**config.mk**
```make
export PLATFORM = sky130hd
export DESIGN_NAME = m44_front
export DESIGN_NICKNAME = d
export VERILOG_FILES = /design/src/rtl/m44_pkg.sv /design/src/rtl/m44_fifo.sv /design/src/rtl/m44_front.sv
export SDC_FILE = /design/constraint.sdc
export NUM_CORES = 1
export LEC_CHECK = 0
export BUFFER_PORTS_ARGS = -buffer_cell sky130_fd_sc_hd__buf_4
export CORE_MARGIN = 8
export CORE_UTILIZATION = 52
export CTS_BUF_LIST = sky130_fd_sc_hd__clkbuf_16
export CTS_CLUSTER_DIAMETER = 60
export DETAILED_ROUTE_END_ITERATION = 12
export PLACE_DENSITY = 0.79
export SLEW_MARGIN = 40
export SYNTH_ARGS = -nofsm -noshare
export SYNTH_HDL_FRONTEND = slang
export SYNTH_SLANG_ARGS = --single-unit
```
**constraint.sdc**
```tcl
create_clock -name clk -period 4.9 [get_ports clk]
set_clock_uncertainty 0.15 [all_clocks]
set_input_delay 0.49 -clock clk [delete_from_list [all_inputs] [get_ports clk]]
set_output_delay 0.49 -clock clk [all_outputs]
set_load 0.01 [all_outputs]
```
**src/rtl/m44_pkg.sv**
```systemverilog
package m44_pkg;

  localparam logic [3:0] CMD_WR_HELD = 4'd0;
  localparam logic [3:0] CMD_WR_OPND = 4'd1;
  localparam logic [3:0] CMD_IDENT   = 4'd2;
  localparam logic [3:0] CMD_MUL     = 4'd3;
  localparam logic [3:0] CMD_ADD     = 4'd4;
  localparam logic [3:0] CMD_TRANS   = 4'd5;
  localparam logic [3:0] CMD_XVEC    = 4'd6;
  localparam logic [3:0] CMD_XPNT    = 4'd7;
  localparam logic [3:0] CMD_READ    = 4'd8;

  // Operation kinds as classified by the front end
  localparam logic [3:0] K_NOP     = 4'd0;
  localparam logic [3:0] K_WR_HELD = 4'd1;
  localparam logic [3:0] K_WR_OPND = 4'd2;
  localparam logic [3:0] K_IDENT   = 4'd3;
  localparam logic [3:0] K_MUL     = 4'd4;
  localparam logic [3:0] K_ADD     = 4'd5;
  localparam logic [3:0] K_TRANS   = 4'd6;
  localparam logic [3:0] K_XVEC    = 4'd7;
  localparam logic [3:0] K_XPNT    = 4'd8;
  localparam logic [3:0] K_READ    = 4'd9;

  typedef struct packed {
    logic [3:0]         command;
    logic [3:0]         elem_index;
    logic signed [31:0] elem_value;
    logic signed [31:0] vec_x;
    logic signed [31:0] vec_y;
    logic signed [31:0] vec_z;
  } in_item_t;

  typedef struct packed {
    logic signed [31:0] res_x;
    logic signed [31:0] res_y;
    logic signed [31:0] res_z;
  } out_item_t;

  typedef struct packed {
    logic [3:0]         kind;
    logic               is_mac;
    logic [3:0]         elem_index;
    logic signed [31:0] elem_value;
    logic signed [31:0] vec_x;
    logic signed [31:0] vec_y;
    logic signed [31:0] vec_z;
  } cmd_t;

endpackage

```
**src/rtl/m44_fifo.sv**
```systemverilog
module m44_fifo import m44_pkg::*; #(
  parameter int DW = 8
) (
  input  logic          clk,
  input  logic          rst_n,
  input  logic          wr_en,
  input  logic [DW-1:0] wr_data,
  output logic          full,
  input  logic          rd_en,
  output logic [DW-1:0] rd_data,
  output logic          empty
);

  logic [DW-1:0] mem_r [2];
  logic          wp_r, rp_r;
  logic [1:0]    cnt_r;
  logic          do_wr, do_rd;

  assign full    = (cnt_r == 2'd2);
  assign empty   = (cnt_r == 2'd0);
  assign do_wr   = wr_en && !full;
  assign do_rd   = rd_en && !empty;
  assign rd_data = mem_r[rp_r];

  always_ff @(posedge clk) begin
    if (do_wr) begin
      mem_r[wp_r] <= wr_data;
    end
  end

  always_ff @(posedge clk) begin
    if (!rst_n) begin
      wp_r  <= 1'b0;
      rp_r  <= 1'b0;
      cnt_r <= 2'd0;
    end else begin
      if (do_wr) begin
        wp_r <= !wp_r;
      end
      if (do_rd) begin
        rp_r <= !rp_r;
      end
      cnt_r <= cnt_r + {1'b0, do_wr} - {1'b0, do_rd};
    end
  end

endmodule

```
**src/rtl/m44_front.sv**
```systemverilog
module m44_front import m44_pkg::*; (
  input  logic     clk,
  input  logic     rst_n,
  input  logic     in_push,
  input  in_item_t in_data,
  output logic     in_full,
  input  logic     cmd_pop,
  output cmd_t     cmd,
  output logic     cmd_empty
);

  cmd_t cmd_w;
  logic [3:0] kind;

  always_comb begin
    case (in_data.command)
      CMD_WR_HELD: kind = K_WR_HELD;
      CMD_WR_OPND: kind = K_WR_OPND;
      CMD_IDENT:   kind = K_IDENT;
      CMD_MUL:     kind = K_MUL;
      CMD_ADD:     kind = K_ADD;
      CMD_TRANS:   kind = K_TRANS;
      CMD_XVEC:    kind = K_XVEC;
      CMD_XPNT:    kind = K_XPNT;
      CMD_READ:    kind = K_READ;
      default:     kind = K_NOP;
    endcase
  end

  always_comb begin
    cmd_w.kind       = kind;
    cmd_w.is_mac     = (kind == K_MUL) || (kind == K_XVEC) || (kind == K_XPNT);
    cmd_w.elem_index = in_data.elem_index;
    cmd_w.elem_value = in_data.elem_value;
    cmd_w.vec_x      = in_data.vec_x;
    cmd_w.vec_y      = in_data.vec_y;
    cmd_w.vec_z      = in_data.vec_z;
  end

  m44_fifo #(.DW($bits(cmd_t))) u_q (
    .clk     (clk),
    .rst_n   (rst_n),
    .wr_en   (in_push),
    .wr_data (cmd_w),
    .full    (in_full),
    .rd_en   (cmd_pop),
    .rd_data (cmd),
    .empty   (cmd_empty)
  );

endmodule

```
Yosys cells after proc, flatten, opt, wreduce, memory -nomap -nowiden:

Memories as Yosys holds them, arrays and structs flattened. A register that Yosys moved wholly into a read port is not among the register bits.
Cells that the tools add are included.

* memory bits (writable): 274
* memories kept: 2
* register bits after elaboration: 4
* ROM bits: 64
* bits in latches: 0
* logic and storage cells: 24

Memory list
* u_q.mem_r: words 2, bits a word 137, rd ports 1, clocked after Yosys merged registers in 1, wr ports 1, line m44_fifo.sv:14 `logic [DW-1:0] mem_r [2];`
* (no name shown): words 16, bits a word 4, rd ports 1, clocked after Yosys merged registers in 0, wr ports 0, line m44_front.sv:16 `case (in_data.command)`

* equal/unequal tests: 4
* div/mod/pow operators: 0
* mux-type cells: 4
* add/sub/neg operators: 2
* magnitude comparators: 0
* shift-type cells: 0
* bitwise gates (word level): 0
* multipliers: 0
* reduce and logical (&&, ||, !) cells: 9

Operators by type and width (count)
* equality test 4 x 3 -> 1 bit, second input constant: 2
* equality test 4 bit, second input constant: 1
* zero test 1 bit: 4
* 2-to-1 mux 1 bit: 4
* adder 2 x 1 -> 2 bit: 1
* equality test 2 bit, second input constant: 1
* logical AND 1 bit: 2
* zero test 2 bit: 1
* logical OR 1 bit: 2
* subtractor 2 x 1 -> 2 bit: 1

Logic depth before layout (Yosys ltp):

* word-level depth: 5
* depth in mapped cells: 7
* depth with buffers taken out: 7

Modules after synthesis:

From an unflattened synthesis, not the netlist that was laid out.

* cell total of the unflattened synthesis: 471
* area total of the unflattened synthesis: 10326.2 sq um

By module, submodules not included
* m44_fifo: times used 1, cells an instance 453, area each 10198.5 sq um
* m44_front: times used 1, cells an instance 18, area each 127.6 sq um

Worst setup path before layout:

Ideal clock, no wire load.

* path kind: in2reg
* start: input port in_push
* end: memory u_q.mem_r[1][0] (netlist name), enable pin
* setup slack: 0.407 ns
* arrival: 3.830 ns
* setup time: 0.513 ns
* stages on the path: 3
* path buffers: 0
* cells stage by stage: inv_1 > nor2_1 > and2_1

* cells in the longest elaborated chain, start to end: 3

Ends and longest elaborated chain
* start, declared: line m44_front.sv:4 `input logic in_push,`
* logical AND 1 bit: line m44_fifo.sv:21 `assign do_wr = wr_en && !full;`
* named net u_q.do_wr: line m44_fifo.sv:17 `logic do_wr, do_rd;`
* 2-to-1 mux 1 bit: line m44_fifo.sv:26 `if (do_wr) begin`
* 2-to-1 mux 1 bit (implied by the code): line m44_fifo.sv:27 `mem_r[wp_r] <= wr_data;`
* end, declared: line m44_fifo.sv:14

The timed path passes the listed nets, and every way through them passes these cells.

==> results.md <==
- Die area: 24,700 um^2
- Synth top area share: 79.5%
- Final worst setup slack: 1860 ps
- Avg Inst Size Synth: 22.0 um^2
- Synth cell types: 24
- Layout cells sized above 1: 51.2%
- CTS tree: yes
- Leak: 5.56 nW
- Final std cells w/o fill: 1,178
- Worst-path clk slew: 60 ps
- Maximum vdd drop: 0.428 mV
- Final Max Slew Viols: 0
- H-tree level count: 1
- First-pass GRT wire length: 36,800 um
- Final wirelength: 25,300 um
- I/O pin count: 279
- Sequential area share after synthesis: 80.5%
- Nets: 1,031
- Final period utilization: 62.1%
- Vias/cell: 5.09
- Post-DRT Antenna Nets: 0
- Yosys top cell by area: edfxtp_1
- Total negative slack: 0 ps
- Input/output buffers: 278
- DR WL/cell: 21.5 um
- Area of the multi-input gates: 1800 um^2
- Ys async rst share: 0%
- Post-Syn Instances: 470
- Number of global-route vias before repair: 6,709
- Critical path's top delay family: buffers and inverters
- Synth Warn #: 0
- Dpl ws: 2220 ps
- Worst endpoint data arrival time: 2400 ps
- Clk sinks: 279
- CP Launch Type: flip-flop
- Pin count of the biggest net entering global routing: 92
- Root buffer cell: clkbuf_16
- RSZ-0062 raised after global routing: no
- Total track usage: 19.4%
- Max Freq: 329 MHz
- Worst skew pair latency: 510 ps
- CORE AREA: 19,500 um^2
- Critical path cell sequence: buf_12 > buf_12 > mux2_2 > buf_4
- R2r setup slk: 2460 ps
- Row count: 51
- Worst path slowest cell: dfxtp_4
- Die Width: 157 um
- Most frequent CP cell: buf_12
- Max-cap viol count: 0
- Crit path kind: flip-flop to output port
- Post-layout min period: 3040 ps
- Max clock buf depth: 3
- Most numerous cell in the Yosys netlist: edfxtp_1
- Post-CTS setup repair buffer count: 0
- Slew HR: 55.7%
- Critical Path Sink Type: output port
- CP required: 4260 ps
- Commonest cells post-synth: 274 x edfxtp_1, 137 x mux2_2, 10 x clkbuf_8
- CP peak stage delay: 580 ps
- DR DRC count: 0
- HPWL Detailed: 15,300 um
- Initial antenna violation count: 4
- Post-Synthesis Cell Area: 10,300 um^2
- Status: completed
- Sequential cell area: 8330 um^2
- Max FO, Critical Path: 69
- First drt pass iteration count: 5
- Die Span Y: 157 um
- Post-synth EDFFs: 274
- Fin. Hold Viols: 0
- Synth Net Count: 615
- CTS buffer count: 29
- Area Overhead vs Synth: 42.2%
- WP buf/inv: 3
- Ranking of synthesized cells by area: edfxtp_1 80%, mux2_2 15%, clkbuf_8 1.3%, dfxtp_1 0.97%, ha_1 0.60%
- Yosys reg bits: 279
- Via count: 6,001
- Primary FF master, synth: edfxtp_1
- Grt total ovfl: 0
- Tot Pwr: 0.00698 W
- Starting density of the core: 53.0%
- PD cells: 475 nW/um^2
- Hold Slack: 19.3 ps
- Worst Hold Class: input pin to flip-flop
- Cell Count Post-Placement: 1,004
- GPL Wtd Cong: 0.796
- Fillers: 1,059
- Finish-stage setup viols: 0
- 1st-iter DRT viols: 322
- Worst Tran Pin Value: 664 ps
[area by class of cell]
| cell class | count | area share [%] |
|---|---|---|
| clock buffers | 29 | 4.93 |
| clock inverters | 24 | 0.927 |
| well taps | 265 | 2.25 |
| multi-input cells | 169 | 12.2 |
| flip-flops and latches | 279 | 56.6 |
| repair buffers | 400 | 22.7 |
| inverters | 7 | 0.230 |
| diodes | 5 | 0.0850 |
[sequential cells by signal (all words and copies together) (netlist names), named ones only]
name,cells
u_q.mem_r,274
u_q.cnt_r,2
u_q.rp_r,1
u_q.wp_r,1
[placed cells by master (no fill, tap or decap), drive strengths merged, types with 2 or more instances in the layout]
| cell | netlist | layout |
|---|---|---|
| diode | 0 | 5 |
| dlygate4sd3 | 0 | 116 |
| dfxtp | 5 | 5 |
| and2 | 3 | 3 |
| inv | 7 | 15 |
| ha | 5 | 5 |
| and2b | 2 | 2 |
| o21ai | 4 | 4 |
| xnor2 | 3 | 3 |
| nor2 | 3 | 3 |
| clkbuf | 10 | 29 |
| clkinvlp | 0 | 2 |
| buf | 5 | 284 |
| mux2 | 137 | 137 |
| edfxtp | 274 | 274 |
| clkinv | 0 | 13 |
| nor2b | 3 | 3 |
[cells by family (layout without fill, tap and decap cells)]
group	Yosys count	count (layout)	share of synthesized area (%)
compound gates	8	8	0.568
buf+inv	22	460	2.13
flops	279	279	80.5
simple gates	15	15	0.943
xor+xnor	4	4	0.339
other cells	0	5	0
mux	137	137	14.9
fa+ha+maj	5	5	0.605
[through the flow]
stage	util, %	area, um^2
floorplan	-	10300
global placement	64.7	12600
detailed placement	64.9	12700
CTS	74.8	14600
global route	75.3	14700
finish	75.4	14700
[worst paths after layout]
check	from	end	cells after the start
worst max-delay path	flip-flop	cmd[47]	4
worst min-delay path	in_data[90]	u_q.mem_r[0][90]	1
worst max register to register	u_q.cnt_r[1]	u_q.mem_r[1][125]	5
worst min register to register	u_q.wp_r	u_q.wp_r	2
[worst reg2reg max path, cell delays in order (launching register included)]
cell and delay [ps]:
dfxtp_1 340, nor2b_4 150, nor2_1 170, and2_4 510, buf_12 320, buf_12 360
[routing by layer]
layer / wire length (um) / global-route usage (%) / part of all wire, % / vias up
met5: 0 / 0 / 0 / -
met4: 330 / 4.67 / 1.3 / 0
met3: 2250 / 5.81 / 8.9 / 23
met2: 13700 / 36.2 / 54 / 263
met1: 9090 / 21.2 / 36 / 3026
li1: - / - / - / 2689
[where the power goes]
group | internal (W) | switching (W)
Clock | 0.00112 | 0.000847
Sequential | 0.00299 | 0.000113
Combinational | 0.000990 | 0.000916
[timing repair]
| item | 4_1_cts | 5_1_grt |
|---|---|---|
| hold buffers | 107 | 9 |
| endpoints found under the hold margin | 207 | 14 |
| gates resized for setup | 0 | 0 |
Power figures use the tool's default switching activity.
