$ cat src/rtl/m44_pkg.sv
package m44_pkg;

  localparam logic [3:0] CMD_WR_HELD = 4'd0;
  localparam logic [3:0] CMD_WR_OPND = 4'd1;
  localparam logic [3:0] CMD_IDENT   = 4'd2;
  localparam logic [3:0] CMD_MUL     = 4'd3;
  localparam logic [3:0] CMD_ADD     = 4'd4;
  localparam logic [3:0] CMD_TRANS   = 4'd5;
  localparam logic [3:0] CMD_XVEC    = 4'd6;
  localparam logic [3:0] CMD_XPNT    = 4'd7;
  localparam logic [3:0] CMD_READ    = 4'd8;

  // Operation kinds as classified by the front end
  localparam logic [3:0] K_NOP     = 4'd0;
  localparam logic [3:0] K_WR_HELD = 4'd1;
  localparam logic [3:0] K_WR_OPND = 4'd2;
  localparam logic [3:0] K_IDENT   = 4'd3;
  localparam logic [3:0] K_MUL     = 4'd4;
  localparam logic [3:0] K_ADD     = 4'd5;
  localparam logic [3:0] K_TRANS   = 4'd6;
  localparam logic [3:0] K_XVEC    = 4'd7;
  localparam logic [3:0] K_XPNT    = 4'd8;
  localparam logic [3:0] K_READ    = 4'd9;

  typedef struct packed {
    logic [3:0]         command;
    logic [3:0]         elem_index;
    logic signed [31:0] elem_value;
    logic signed [31:0] vec_x;
    logic signed [31:0] vec_y;
    logic signed [31:0] vec_z;
  } in_item_t;

  typedef struct packed {
    logic signed [31:0] res_x;
    logic signed [31:0] res_y;
    logic signed [31:0] res_z;
  } out_item_t;

  typedef struct packed {
    logic [3:0]         kind;
    logic               is_mac;
    logic [3:0]         elem_index;
    logic signed [31:0] elem_value;
    logic signed [31:0] vec_x;
    logic signed [31:0] vec_y;
    logic signed [31:0] vec_z;
  } cmd_t;

endpackage

$ cat src/rtl/m44_fifo.sv
module m44_fifo import m44_pkg::*; #(
  parameter int DW = 8
) (
  input  logic          clk,
  input  logic          rst_n,
  input  logic          wr_en,
  input  logic [DW-1:0] wr_data,
  output logic          full,
  input  logic          rd_en,
  output logic [DW-1:0] rd_data,
  output logic          empty
);

  logic [DW-1:0] mem_r [2];
  logic          wp_r, rp_r;
  logic [1:0]    cnt_r;
  logic          do_wr, do_rd;

  assign full    = (cnt_r == 2'd2);
  assign empty   = (cnt_r == 2'd0);
  assign do_wr   = wr_en && !full;
  assign do_rd   = rd_en && !empty;
  assign rd_data = mem_r[rp_r];

  always_ff @(posedge clk) begin
    if (do_wr) begin
      mem_r[wp_r] <= wr_data;
    end
  end

  always_ff @(posedge clk) begin
    if (!rst_n) begin
      wp_r  <= 1'b0;
      rp_r  <= 1'b0;
      cnt_r <= 2'd0;
    end else begin
      if (do_wr) begin
        wp_r <= !wp_r;
      end
      if (do_rd) begin
        rp_r <= !rp_r;
      end
      cnt_r <= cnt_r + {1'b0, do_wr} - {1'b0, do_rd};
    end
  end

endmodule

$ cat config.mk
export PLATFORM = sky130hd
export DESIGN_NAME = m44_fifo
export DESIGN_NICKNAME = d
export VERILOG_FILES = /design/src/rtl/m44_pkg.sv /design/src/rtl/m44_fifo.sv
export SDC_FILE = /design/constraint.sdc
export NUM_CORES = 1
export LEC_CHECK = 0
export ABC_AREA = 1
export BUFFER_PORTS_ARGS = -buffer_cell sky130_fd_sc_hd__buf_4
export CAP_MARGIN = 20
export CORE_MARGIN = 2
export CORE_UTILIZATION = 53
export CTS_CLUSTER_DIAMETER = 50
export DETAILED_ROUTE_END_ITERATION = 7
export GPL_TIMING_DRIVEN = 0
export PLACE_DENSITY = 0.9
export SLEW_MARGIN = 20
export SYNTH_ARGS = -nofsm -noshare
export SYNTH_HDL_FRONTEND = slang
export SYNTH_SLANG_ARGS = --single-unit
$ cat constraint.sdc
create_clock -name clk -period 2.3 [get_ports clk]
set_clock_uncertainty 0.05 [all_clocks]
set_input_delay 0.345 -clock clk [delete_from_list [all_inputs] [get_ports clk]]
set_output_delay 0.345 -clock clk [all_outputs]
set_load 0.05 [all_outputs]
# After elaboration in Yosys (flattened, before gate mapping)
# Memories as Yosys holds them, arrays and structs flattened. A register that Yosys moved wholly into a read port is not among the register bits.
# Cells that the tools add are included.
# W data, S select, Z words.
dict set report op_classes {
  addsub 2
  mul 0
  div 0
  magnitude_cmp 0
  n_eq_ne 1
  shift 0
  mux 4
  bitwise 0
  reduce_logical 7
}
# op n
set ops {}
lappend ops {{$logic_not A1 Y1} 4}
lappend ops {{$mux W1} 4}
lappend ops {{$add A2 B1 Y2} 1}
lappend ops {{$eq A2 B2 Y1 const B} 1}
lappend ops {{$logic_and A1 B1 Y1} 2}
lappend ops {{$logic_not A2 Y1} 1}
lappend ops {{$sub A2 B1 Y2} 1}
dict set report word_totals {
  register_bits 4
  latchBits 0
  ram_bits 16
  romBits 0
  in_bits 12
  out_inout_bits 10
  wordCells 18
  mem_count 1
}
# memory depth word_bits rd rd_clocked_by_memory_dff write_ports line_no
set memory_table {}
lappend memory_table {mem_r 2 8 1 1 1 m44_fifo.sv:14} ;# logic [DW-1:0] mem_r [2];

# Logic depth before layout (Yosys ltp)
# Gate-level depths: netlist of run 1.
dict set report logic_depth {
  depth_word 5
  ltp_mapped 11
  mapped_depth_nobuf 11
}

# Worst setup path before layout of run 1
# No wires, ideal clock.
dict set report synth_path {
  path_type {flip-flop to flip-flop}
  startpoint {register cnt_r[1]}
  endpoint {register cnt_r[1]}
  setup_time_ns 0.115
  arrival_time_ns 1.613
  path_slack_ns 0.522
  stages_incl_launch_ff 10
  period_less_slack_ns 1.778
  cell_sequence {dfxtp_1 > nor2_2 > nor2_2 > ha_1 > inv_1 > ha_1 > inv_1 > nand2_1 > a21oi_1 > nor2_1}
}
dict set report synth_via {
  word_cells_on_any_way 8
  cone_classes {add/sub: 2; eq/ne: 1; reduce/logical: 5}
}
# item line_no
set synth_rtl {}
lappend synth_rtl {{from (decl)} m44_fifo.sv:16} ;# logic [1:0] cnt_r;
lappend synth_rtl {{from (signal assigned)} m44_fifo.sv:43} ;# cnt_r <= cnt_r + {1'b0, do_wr} - {1'b0, do_rd};
lappend synth_rtl {{$logic_not A2 Y1} m44_fifo.sv:20} ;# assign empty = (cnt_r == 2'd0);
lappend synth_rtl {{net empty} m44_fifo.sv:11} ;# output logic empty
lappend synth_rtl {{$logic_not A1 Y1} m44_fifo.sv:22} ;# assign do_rd = rd_en && !empty;
lappend synth_rtl {{$logic_and A1 B1 Y1} m44_fifo.sv:22}
lappend synth_rtl {{net do_rd} m44_fifo.sv:17} ;# logic do_wr, do_rd;
lappend synth_rtl {{$sub A2 B1 Y2} m44_fifo.sv:43}
# The timed path passes the listed nets, and every way through them passes these cells.
# A chain may end at the register's enable or synchronous reset.

==> impl_metrics.xml, run 1 <==
<?xml version="1.0" encoding="UTF-8"?>
<metrics>
  <group name="grt">
    <metric name="antenna_found_initial" unit="">0</metric>
    <metric name="number_of_global_route_vias_before_repair" unit="">475</metric>
    <metric name="grt_pass1_wl" unit="um">1950</metric>
    <metric name="maximum_number_of_pins_on_one_net_before_global_route_repair" unit="">12</metric>
    <metric name="grt-ovfl-total" unit="">0</metric>
    <metric name="grt_use_total" unit="">0.143</metric>
  </group>
  <group name="die">
    <metric name="ios" unit="">22</metric>
    <metric name="design.core.area" unit="mm^2">0.00152</metric>
    <metric name="die-height" unit="um">44.4</metric>
    <metric name="fp-row-count" unit="">14</metric>
    <metric name="initial_utilization" unit="">0.567</metric>
    <metric name="fp.dieW" unit="um">44.4</metric>
    <metric name="die_area" unit="mm^2">0.00197</metric>
  </group>
  <group name="flow_run">
    <metric name="drv_cap" unit="">0</metric>
  </group>
  <group name="sta">
    <metric name="number_of_pins_exceeding_their_max_slew_limit_in_the_final_report" unit="">0</metric>
    <metric name="grt_setup_unrepaired" unit="">no</metric>
    <metric name="worstMarginPinSlew" unit="ns">0.657</metric>
    <metric name="hold-worst-slack" unit="ns">0.181</metric>
    <metric name="final_layout_setup_total_negative_slack" unit="ns">0</metric>
    <metric name="final-hold-violation-count" unit="">0</metric>
    <metric name="post-route-min-period" unit="ns">1.68</metric>
    <metric name="setup_violations" unit="">0</metric>
    <metric name="min_period_over_period" unit="">0.729</metric>
    <metric name="maxSlewHeadroom" unit="">0.560</metric>
    <metric name="clock.fmax" unit="MHz">596</metric>
    <metric name="setup_ws_post_layout" unit="ns">0.622</metric>
  </group>
  <group name="min_path">
    <metric name="whs_path_depth" unit="">1</metric>
    <metric name="min_path_type" unit="">input port to flop</metric>
  </group>
  <group name="routing">
    <metric name="drt_first_iter_violations" unit="">2</metric>
    <metric name="via_count" unit="">495</metric>
    <metric name="route.detailed.drc" unit="">0</metric>
    <metric name="detail_route.vias_per_cell" unit="">4.76</metric>
    <metric name="wl_per_cell" unit="um">11.2</metric>
    <metric name="detailedRoute.firstPassIterationCount" unit="">2</metric>
    <metric name="routed_wirelength" unit="um">1170</metric>
    <metric name="postRouteAntennaNets" unit="">0</metric>
  </group>
  <group name="synth">
    <metric name="synth.yosys.seq_area_share" unit="">0.671</metric>
    <metric name="ys.warnings.count" unit="">0</metric>
    <metric name="synth.net_count" unit="">77</metric>
    <metric name="syn-cell-area" unit="um^2">865</metric>
    <metric name="syn_avg_cell_area" unit="um^2">13.7</metric>
    <metric name="syn-instance-count" unit="">63</metric>
    <metric name="flops_latches_synth" unit="">21</metric>
    <metric name="synth_cell_type_count" unit="">11</metric>
  </group>
  <group name="clocking">
    <metric name="clock_pin_slew_of_the_registers_on_the_worst_case_setup_and_hold_paths" unit="ns">0.10</metric>
    <metric name="cts.path.max_buffers" unit="">2</metric>
    <metric name="cts_htree_levels" unit="">1</metric>
    <metric name="cts-buffers-inserted" unit="">3</metric>
    <metric name="clkLatencyLatePin" unit="ns">0.29</metric>
    <metric name="cts_sinks" unit="">21</metric>
    <metric name="post_cts_buffers" unit="">0</metric>
    <metric name="tritoncts" unit="">built</metric>
    <metric name="cts_repair_resize_count" unit="">0</metric>
    <metric name="ctsRootBufferMaster" unit="">clkbuf_4</metric>
    <metric name="number_of_hold_buffers_added_after_cts" unit="">0</metric>
  </group>
  <group name="placed_design">
    <metric name="pre_cts_worst_setup_slack" unit="ns">0.683</metric>
    <metric name="hpwlAfterDp" unit="um">932</metric>
    <metric name="placed_cells_incl_taps" unit="">100</metric>
    <metric name="gpl.final_weighted_congestion" unit="">0.718</metric>
    <metric name="buffer_ports.inserted" unit="">21</metric>
  </group>
  <group name="power_and_ir_drop">
    <metric name="vdd_drop_max" unit="V">0.000790</metric>
    <metric name="power_leakage" unit="nW">0.481</metric>
    <metric name="power.density" unit="mW/mm^2">1220</metric>
  </group>
  <group name="setup_path">
    <metric name="critical_path.max_fanout" unit="">8</metric>
    <metric name="type_of_the_setup_path_with_the_least_slack" unit="">flop to output pin</metric>
    <metric name="critical_path.endpoint_type" unit="">output pin</metric>
    <metric name="critPathLaunchType" unit="">flop</metric>
    <metric name="r2r_cells" unit="">10</metric>
    <metric name="data_arrival_time_of_the_critical_path" unit="ns">1.28</metric>
    <metric name="req_time_crit_path" unit="ns">1.90</metric>
  </group>
  <group name="layout">
    <metric name="finish.cell_count_without_fillers" unit="">104</metric>
    <metric name="layout-drive-gt1-share" unit="">0.398</metric>
    <metric name="area.growth.synth_to_final" unit="%">23.6</metric>
    <metric name="num-nets-final" unit="">103</metric>
    <metric name="finalCoreUtilization" unit="">0.701</metric>
    <metric name="insertedDiodeCount" unit="">0</metric>
  </group>
  <group name="run_status">
    <metric name="result_of_the_run" unit="">complete, no violations</metric>
  </group>
</metrics>
critical path: stages, from the launching register on:
cell and delay (ns):
dfxtp_1 0.34, buf_6 0.16, mux2_4 0.30, buf_4 0.19
flip-flops by register name, summed over array words and instances, names as in the netlist, named ones only:
register / flops
rp_r: 1
cnt_r: 2
wp_r: 1
mem_r: 16
where the power goes:
part	internal [W]	switching (W)	total, W
clock	0.0000675	0.0000994	0.000167
combinational	0.000224	0.000388	0.000612
sequential	0.000488	0.0000330	0.000521
per-layer routing:
layer	wire, um	track usage	vias up
met5	0	0	-
met4	0	0.0909	0
met3	100	0.0531	0
met2	586	0.221	16
met1	478	0.167	218
li1	-	-	261
area by class of cell:
cell class / count / area [um^2]
Clock buffer: 4 / 26.3
Multi-Input combinational cell: 32 / 239
Sequential cell: 21 / 581
Buffer: 1 / 11.3
Inverter: 9 / 33.8
Fill cell: 116 / 455
Timing Repair Buffer: 21 / 158
Tap cell: 16 / 20.0
logic make-up after synthesis:
group           after synthesis  synth area share
buf+inv                      10            0.0521
mux                           8             0.139
compound gates                2            0.0116
fa+ha+maj                     2            0.0289
simple gates                 20            0.0969
flops                        21             0.671
Yosys cell counts:
cell type | count | share of area
buf_6 | 1 | 0.013
nor2_2 | 2 | 0.014
ha_1 | 2 | 0.029
a21oi_1 | 2 | 0.012
nand3_1 | 3 | 0.017
edfxtp_1 | 16 | 0.56
nand2_1 | 9 | 0.039
inv_1 | 9 | 0.039
dfxtp_1 | 5 | 0.12
mux2_4 | 8 | 0.14
nor2_1 | 6 | 0.026
metrics by stage:
step / area, um^2 / power, W
2_1_floorplan: 865 / 0.00100
3_3_place_gp: 1040 / 0.00113
3_5_place_dp: 1040 / 0.00115
4_1_cts: 1070 / 0.00132
5_1_grt: 1070 / 0.00138
6_report: 1070 / 0.00130
cell usage in the layout (no fill, tap or decap), drive strengths merged:
cell type / instances
a21oi: 2
buf: 22
clkbuf: 4
dfxtp: 5
edfxtp: 16
ha: 2
inv: 9
mux2: 8
nand2: 9
nand3: 3
nor2: 8
path summary, 6_finish.rpt:
| check | from | slack [ns] | endpoint |
|---|---|---|---|
| max | flop | 0.62 | rd_data[6] |
| min | wr_data[7] | 0.18 | mem_r[0][7] |
| max reg2reg | cnt_r[0] | 0.69 | cnt_r[1] |
| min reg2reg | rp_r | 0.47 | rp_r |
(Power assumes the default switching activity.)
==> run 2: changes to the inputs <==
--- a/config.mk
+++ b/config.mk
@@ -5,15 +5,15 @@
 export SDC_FILE = /design/constraint.sdc
 export NUM_CORES = 1
 export LEC_CHECK = 0
-export ABC_AREA = 1
+export ABC_AREA = 0
 export BUFFER_PORTS_ARGS = -buffer_cell sky130_fd_sc_hd__buf_4
 export CAP_MARGIN = 20
 export CORE_MARGIN = 2
-export CORE_UTILIZATION = 53
+export CORE_UTILIZATION = 44
 export CTS_CLUSTER_DIAMETER = 50
 export DETAILED_ROUTE_END_ITERATION = 7
 export GPL_TIMING_DRIVEN = 0
-export PLACE_DENSITY = 0.9
+export PLACE_DENSITY = 0.81
 export SLEW_MARGIN = 20
 export SYNTH_ARGS = -nofsm -noshare
 export SYNTH_HDL_FRONTEND = slang
==> constraint.sdc (replaced) <==
create_clock -name clk -period 1.35 [get_ports clk]
set_clock_uncertainty 0.05 [all_clocks]
set_input_delay 0.2025 -clock clk [delete_from_list [all_inputs] [get_ports clk]]
set_output_delay 0.2025 -clock clk [all_outputs]
set_load 0.05 [all_outputs]
==> impl_metrics.xml, run 2 <==
<?xml version="1.0" encoding="UTF-8"?>
<metrics>
  <group name="setup_path">
    <metric name="critical_path.max_fanout" unit="">4</metric>
    <metric name="type_of_the_setup_path_with_the_least_slack" unit="">flop to flop</metric>
    <metric name="reg2reg_to" unit="">cnt_r[1]</metric>
    <metric name="rrSetupSlack" unit="ns">-0.19</metric>
    <metric name="data_arrival_time_of_the_critical_path" unit="ns">1.69</metric>
    <metric name="critPathLaunchType" unit="">flop</metric>
    <metric name="timing.rr.start" unit="">cnt_r[1]</metric>
    <metric name="r2r_cells" unit="">7</metric>
    <metric name="max_stage_delay_on_crit_path" unit="ns">0.38</metric>
    <metric name="critical_path.endpoint_type" unit="">flop</metric>
    <metric name="crit_chain" unit="">o21a_4, ha_4, inv_2, ha_4, xor2_2, nor2_1, nor3_2</metric>
    <metric name="crit_top_cell" unit="">ha_4</metric>
    <metric name="worst_path_max_delay_cell" unit="">dfxtp_4</metric>
    <metric name="req_time_crit_path" unit="ns">1.49</metric>
  </group>
  <group name="sta">
    <metric name="maxSlewHeadroom" unit="">0.816</metric>
    <metric name="grt_setup_unrepaired" unit="">yes</metric>
    <metric name="setup_ws_post_layout" unit="ns">-0.194</metric>
    <metric name="min_period_over_period" unit="">1.14</metric>
    <metric name="worstMarginPinSlew" unit="ns">0.275</metric>
    <metric name="number_of_pins_exceeding_their_max_slew_limit_in_the_final_report" unit="">0</metric>
    <metric name="setup_violations" unit="">10</metric>
    <metric name="hold-worst-slack" unit="ns">0.0298</metric>
    <metric name="clock.fmax" unit="MHz">648</metric>
    <metric name="post-route-min-period" unit="ns">1.54</metric>
    <metric name="final-hold-violation-count" unit="">0</metric>
  </group>
  <group name="layout">
    <metric name="largest-register" unit="">mem_r</metric>
    <metric name="layout-drive-gt1-share" unit="">0.675</metric>
    <metric name="largest_register_ff_count" unit="">16</metric>
    <metric name="num-nets-final" unit="">98</metric>
    <metric name="insertedDiodeCount" unit="">0</metric>
    <metric name="mostFrequentLayoutCells" unit="">buf_4, edfxtp_1, buf_8, mux2_4, nor2_1</metric>
    <metric name="top_regs" unit="">mem_r x16, cnt_r x2</metric>
    <metric name="finalCoreUtilization" unit="">0.733</metric>
    <metric name="area.growth.synth_to_final" unit="%">55.9</metric>
    <metric name="finish.cell_count_without_fillers" unit="">108</metric>
    <metric name="finalInstanceArea" unit="mm^2">0.00127</metric>
  </group>
  <group name="min_path">
    <metric name="whs_path_depth" unit="">1</metric>
    <metric name="min_path_type" unit="">input port to flop</metric>
    <metric name="timing.hold.worst.start" unit="">wr_data[5]</metric>
    <metric name="worstHoldEndpoint" unit="">mem_r[0][5]</metric>
  </group>
  <group name="synth">
    <metric name="yosys_most_used_dff" unit="">edfxtp_1</metric>
    <metric name="syn-cell-area" unit="um^2">812</metric>
    <metric name="synth.yosys.seq_area_share" unit="">0.715</metric>
    <metric name="postSynth.asyncResetShare" unit="">0</metric>
    <metric name="synth.most_common_cell" unit="">edfxtp_1</metric>
    <metric name="syn-instance-count" unit="">52</metric>
    <metric name="post-synth-top-area-cell" unit="">edfxtp_1</metric>
    <metric name="synth.net_count" unit="">66</metric>
    <metric name="flops_latches_synth" unit="">21</metric>
    <metric name="syn_avg_cell_area" unit="um^2">15.6</metric>
    <metric name="ys_top_cells_by_area" unit="">edfxtp_1, dfxtp_1, mux2_2</metric>
    <metric name="ys.warnings.count" unit="">0</metric>
    <metric name="synth_commonest_cells" unit="">edfxtp_1, mux2_2, dfxtp_1, nor2_1, inv_1</metric>
    <metric name="synth-edff-count" unit="">16</metric>
    <metric name="synth_cell_type_count" unit="">17</metric>
    <metric name="netlist.area_leader.share" unit="">0.592</metric>
  </group>
  <group name="power_and_ir_drop">
    <metric name="power_leakage" unit="nW">0.524</metric>
    <metric name="power.density" unit="mW/mm^2">2240</metric>
    <metric name="vdd_drop_max" unit="V">0.00155</metric>
  </group>
  <group name="die">
    <metric name="initial_utilization" unit="">0.470</metric>
    <metric name="ios" unit="">22</metric>
    <metric name="design.core.area" unit="mm^2">0.00173</metric>
    <metric name="fp.dieW" unit="um">47.0</metric>
    <metric name="fp-row-count" unit="">15</metric>
    <metric name="die_area" unit="mm^2">0.00221</metric>
    <metric name="die-height" unit="um">47.0</metric>
  </group>
  <group name="run_status">
    <metric name="failed_checks" unit="">negative setup slack</metric>
    <metric name="result_of_the_run" unit="">finished, violations left</metric>
  </group>
  <group name="routing">
    <metric name="wl_per_cell" unit="um">14.1</metric>
    <metric name="via_count" unit="">519</metric>
    <metric name="route.detailed.drc" unit="">0</metric>
    <metric name="detail_route.vias_per_cell" unit="">4.81</metric>
    <metric name="detailedRoute.firstPassIterationCount" unit="">4</metric>
    <metric name="routed_wirelength" unit="um">1530</metric>
    <metric name="drt_first_iter_violations" unit="">5</metric>
    <metric name="postRouteAntennaNets" unit="">0</metric>
  </group>
  <group name="grt">
    <metric name="maximum_number_of_pins_on_one_net_before_global_route_repair" unit="">13</metric>
    <metric name="grt_use_total" unit="">0.151</metric>
    <metric name="antenna_found_initial" unit="">0</metric>
    <metric name="grt-ovfl-total" unit="">0</metric>
    <metric name="grt_pass1_wl" unit="um">2140</metric>
    <metric name="number_of_global_route_vias_before_repair" unit="">515</metric>
  </group>
  <group name="clocking">
    <metric name="clock_pin_slew_of_the_registers_on_the_worst_case_setup_and_hold_paths" unit="ns">0.12</metric>
    <metric name="cts_sinks" unit="">21</metric>
    <metric name="ctsRootBufferMaster" unit="">clkbuf_4</metric>
    <metric name="cts_htree_levels" unit="">1</metric>
    <metric name="clkLatencyLatePin" unit="ns">0.30</metric>
    <metric name="tritoncts" unit="">built</metric>
    <metric name="cts-buffers-inserted" unit="">3</metric>
    <metric name="cts.path.max_buffers" unit="">2</metric>
  </group>
  <group name="flow_run">
    <metric name="drv_cap" unit="">0</metric>
  </group>
  <group name="placed_design">
    <metric name="buffer_ports.inserted" unit="">21</metric>
    <metric name="dpl-instance-area" unit="mm^2">0.00104</metric>
    <metric name="placed_cells_incl_taps" unit="">98</metric>
    <metric name="gpl.final_weighted_congestion" unit="">0.688</metric>
  </group>
</metrics>
==> run 2: cells by family after synthesis <==
family	count (synthesis)	share of synthesized area
DFF	21	0.715
and+or+nand+nor	13	0.0786
muxes	9	0.123
buffers and inverters	4	0.0200
xor gates and xnor gates	2	0.0216
adders and majority gates	2	0.0308
AOI/OAI and AO/OA	1	0.0108
==> run 2: critical path, delay by kind of cell, from the launching register on <==
kind,cells,cell delay (ns)
fa+ha+maj,2,0.40
simple gates,2,0.22
buf+inv,1,0.04
xor+xnor,1,0.14
compound gates,1,0.21
flops,1,0.38
==> run 2: what timing repair did <==
action / 4_1_cts / 5_1_grt
pin swaps: 4 / 2
hold buffers: 0 / 0
setup buffers: 3 / 3
setup endpoints to repair: 18 / 19
resized for setup: 27 / 14
hold endpoints to repair: 0 / 0
==> run 2: report_power, final <==
| group | switching [W] | internal [W] | total, W |
|---|---|---|---|
| clock network | 0.000180 | 0.000110 | 0.000290 |
| registers | 0.0000793 | 0.000859 | 0.000938 |
| logic | 0.000827 | 0.000776 | 0.00160 |
| total | 0.00109 | 0.00175 | 0.00283 |
==> run 2: worst max-delay path by stage <==
stage,startpoint,endpoint,slack [ns]
floorplan,cnt_r[0],cnt_r[1],-0.17
global placement,cnt_r[1],cnt_r[1],-0.20
detailed placement,cnt_r[0],cnt_r[1],-0.25
CTS,cnt_r[1],cnt_r[1],-0.20
global route,cnt_r[0],cnt_r[1],-0.27
finish,cnt_r[1],cnt_r[1],-0.19
==> run 2: stage by stage <==
stage	setup slack (ns)	power [W]	TNS [ns]
3_5_place_dp	-0.254	0.00205	-1.80
3_3_place_gp	-0.195	0.00201	-1.47
5_1_grt	-0.267	0.00295	-1.94
4_1_cts	-0.200	0.00263	-1.53
6_report	-0.194	0.00283	-1.55
2_1_floorplan	-0.169	0.00176	-0.169
==> run 2: metal layers <==
metal	GRT usage	vias to the layer above	wire length (um)
li1	-	246	-
met1	0.156	245	572
met2	0.252	22	821
met5	0	-	0
met4	0.117	0	42
met3	0.0462	6	89
==> run 2: cell type report <==
cell class | count | area [um^2]
Buffer | 1 | 15.0
Clock buffer | 3 | 22.5
Clock inverter | 1 | 5.00
Fill cell | 123 | 460
Inverter | 3 | 11.3
Multi-Input combinational cell | 27 | 317
Sequential cell | 21 | 587
Tap cell | 25 | 31.3
Timing Repair Buffer | 27 | 278
==> run 3: changes to the inputs <==
--- a/config.mk
+++ b/config.mk
@@ -10,10 +10,12 @@
 export CAP_MARGIN = 20
 export CORE_MARGIN = 2
 export CORE_UTILIZATION = 44
+export CTS_BUF_LIST = sky130_fd_sc_hd__clkbuf_4 sky130_fd_sc_hd__clkbuf_8 sky130_fd_sc_hd__clkbuf_16
 export CTS_CLUSTER_DIAMETER = 50
 export DETAILED_ROUTE_END_ITERATION = 7
 export GPL_TIMING_DRIVEN = 0
 export PLACE_DENSITY = 0.81
+export SKIP_LAST_GASP = 1
 export SLEW_MARGIN = 20
 export SYNTH_ARGS = -nofsm -noshare
 export SYNTH_HDL_FRONTEND = slang
==> impl_metrics.xml, run 3 (synthesis results as in run 2) <==
<?xml version="1.0" encoding="UTF-8"?>
<metrics>
  <group name="run_status">
    <metric name="result_of_the_run" unit="">finished, violations left</metric>
    <metric name="failed_checks" unit="">negative setup slack</metric>
  </group>
  <group name="die">
    <metric name="die-height" unit="um">47.0</metric>
    <metric name="fp-row-count" unit="">15</metric>
    <metric name="fp.dieW" unit="um">47.0</metric>
    <metric name="initial_utilization" unit="">0.470</metric>
    <metric name="die_area" unit="mm^2">0.00221</metric>
    <metric name="design.core.area" unit="mm^2">0.00173</metric>
    <metric name="ios" unit="">22</metric>
  </group>
  <group name="sta">
    <metric name="clock.fmax" unit="MHz">648</metric>
    <metric name="min_period_over_period" unit="">1.14</metric>
    <metric name="post-route-min-period" unit="ns">1.54</metric>
    <metric name="grt_setup_unrepaired" unit="">yes</metric>
    <metric name="final-hold-violation-count" unit="">0</metric>
    <metric name="worstMarginPinSlew" unit="ns">0.379</metric>
    <metric name="maxSlewHeadroom" unit="">0.747</metric>
    <metric name="setup_ws_post_layout" unit="ns">-0.192</metric>
    <metric name="hold-worst-slack" unit="ns">0.0263</metric>
    <metric name="setup_violations" unit="">18</metric>
    <metric name="number_of_pins_exceeding_their_max_slew_limit_in_the_final_report" unit="">0</metric>
  </group>
  <group name="clocking">
    <metric name="tritoncts" unit="">built</metric>
    <metric name="clkLatencyLatePin" unit="ns">0.30</metric>
    <metric name="number_of_hold_buffers_added_after_cts" unit="">0</metric>
    <metric name="cts_sinks" unit="">21</metric>
    <metric name="cts.path.max_buffers" unit="">2</metric>
    <metric name="ctsRootBufferMaster" unit="">clkbuf_4</metric>
    <metric name="clock_pin_slew_of_the_registers_on_the_worst_case_setup_and_hold_paths" unit="ns">0.12</metric>
    <metric name="cts_htree_levels" unit="">1</metric>
    <metric name="cts-buffers-inserted" unit="">3</metric>
  </group>
  <group name="setup_path">
    <metric name="worst_path_max_delay_cell" unit="">dfxtp_2</metric>
    <metric name="cell_family_with_the_largest_share_of_critical_path_delay" unit="">buffers and inverters</metric>
    <metric name="timing.rr.start" unit="">cnt_r[1]</metric>
    <metric name="crit_chain" unit="">nand2b_4, buf_4, buf_4, inv_1, buf_4</metric>
    <metric name="req_time_crit_path" unit="ns">1.10</metric>
    <metric name="crit_cells" unit="">5</metric>
    <metric name="rrSetupSlack" unit="ns">-0.19</metric>
    <metric name="reg2reg_to" unit="">cnt_r[1]</metric>
    <metric name="r2r_cells" unit="">7</metric>
    <metric name="crit_top_cell" unit="">buf_4</metric>
    <metric name="critical_path.endpoint_type" unit="">output pin</metric>
    <metric name="type_of_the_setup_path_with_the_least_slack" unit="">flop to output pin</metric>
    <metric name="critical_path.max_fanout" unit="">3</metric>
    <metric name="data_arrival_time_of_the_critical_path" unit="ns">1.29</metric>
    <metric name="critPathLaunchType" unit="">flop</metric>
    <metric name="max_stage_delay_on_crit_path" unit="ns">0.35</metric>
    <metric name="critical_path_buf_inv_count" unit="">4</metric>
  </group>
  <group name="routing">
    <metric name="via_count" unit="">499</metric>
    <metric name="detail_route.vias_per_cell" unit="">4.62</metric>
    <metric name="drt_first_iter_violations" unit="">4</metric>
    <metric name="wl_per_cell" unit="um">13.9</metric>
    <metric name="routed_wirelength" unit="um">1500</metric>
    <metric name="detailedRoute.firstPassIterationCount" unit="">3</metric>
    <metric name="route.detailed.drc" unit="">0</metric>
    <metric name="postRouteAntennaNets" unit="">0</metric>
  </group>
  <group name="layout">
    <metric name="largest-register" unit="">mem_r</metric>
    <metric name="final_common_cell" unit="">buf_4</metric>
    <metric name="largest_register_ff_count" unit="">16</metric>
    <metric name="insertedDiodeCount" unit="">0</metric>
    <metric name="layout-drive-gt1-share" unit="">0.639</metric>
    <metric name="num-nets-final" unit="">98</metric>
    <metric name="top_regs" unit="">mem_r x16, cnt_r x2</metric>
    <metric name="mostFrequentLayoutCells" unit="">buf_4, edfxtp_1, buf_8, mux2_4, nor2_1</metric>
    <metric name="area.growth.synth_to_final" unit="%">53.5</metric>
  </group>
  <group name="flow_run">
    <metric name="drv_cap" unit="">0</metric>
  </group>
  <group name="grt">
    <metric name="grt_use_total" unit="">0.151</metric>
    <metric name="grt-ovfl-total" unit="">0</metric>
    <metric name="antenna_found_initial" unit="">0</metric>
    <metric name="number_of_global_route_vias_before_repair" unit="">515</metric>
    <metric name="grt_pass1_wl" unit="um">2140</metric>
    <metric name="maximum_number_of_pins_on_one_net_before_global_route_repair" unit="">13</metric>
  </group>
  <group name="placed_design">
    <metric name="buffer_ports.inserted" unit="">21</metric>
    <metric name="gpl.final_weighted_congestion" unit="">0.688</metric>
    <metric name="pre_cts_worst_setup_slack" unit="ns">-0.254</metric>
  </group>
  <group name="power_and_ir_drop">
    <metric name="power.density" unit="mW/mm^2">2230</metric>
    <metric name="vdd_drop_max" unit="V">0.00163</metric>
    <metric name="power_leakage" unit="nW">0.523</metric>
  </group>
  <group name="min_path">
    <metric name="min_path_type" unit="">input port to flop</metric>
    <metric name="timing.hold.worst.start" unit="">wr_data[5]</metric>
    <metric name="whs_path_depth" unit="">1</metric>
    <metric name="worstHoldEndpoint" unit="">mem_r[0][5]</metric>
  </group>
</metrics>
run 3: cell counts in the layout (fill, tap and decap cells not counted):
Identical to the previous run, type by type.
run 3: area by class of cell:
class | instances | area, um^2
Sequential cell | 21 | 587
Fill cell | 127 | 480
Multi-Input combinational cell | 27 | 308
Timing Repair Buffer | 27 | 267
Clock buffer | 3 | 22.5
Buffer | 1 | 15.0
Inverter | 3 | 11.3
Clock inverter | 1 | 5.00
Tap cell | 25 | 31.3
run 3: worst max-delay path by stage:
stage / to / start / slack, ns
after floorplan: cnt_r[1] / cnt_r[0] / -0.17
after CTS: cnt_r[1] / cnt_r[1] / -0.20
final: full / cnt_r[0] / -0.19
after global routing: cnt_r[1] / cnt_r[0] / -0.24
after detailed placement: cnt_r[1] / cnt_r[0] / -0.25
after global placement: cnt_r[1] / cnt_r[1] / -0.20
run 3: power by group:
part / internal [W] / switching [W] / leakage, nW / total [W]
Clock: 0.000110 / 0.000183 / 0.0177 / 0.000294
Sequential: 0.000859 / 0.0000792 / 0.192 / 0.000938
Combinational: 0.000738 / 0.000805 / 0.313 / 0.00154
run 3: worst reg2reg max path, cell delays in order (launching register included):
cell and delay [ns]:
dfxtp_4 0.38, o21a_4 0.21, ha_4 0.25, inv_2 0.04, ha_4 0.15, xor2_1 0.14, and2_4 0.16, nor3_2 0.09
run 3: layer usage:
metal | vias up | track usage | routed length [um]
met3 | 6 | 0.0462 | 79
met5 | - | 0 | 0
met1 | 227 | 0.156 | 581
li1 | 247 | - | -
met2 | 19 | 0.252 | 797
met4 | 0 | 0.117 | 45
run 3: timing repair:
action / CTS / global route
setup endpoints to repair: 18 / 19
gates resized for setup: 27 / 8
pin swaps: 4 / 2
buffers inserted: 3 / 3
run 3: stage by stage:
stage	cell area [um^2]	std cells	TNS, ns	power (W)	util
2_1_floorplan	852	52	-0.169	0.00176	-
3_3_place_gp	1040	98	-1.47	0.00201	0.603
3_5_place_dp	1040	98	-1.80	0.00205	0.603
4_1_cts	1190	105	-1.53	0.00263	0.691
5_1_grt	1250	108	-2.66	0.00289	0.722
6_report	1250	108	-1.90	0.00278	0.722
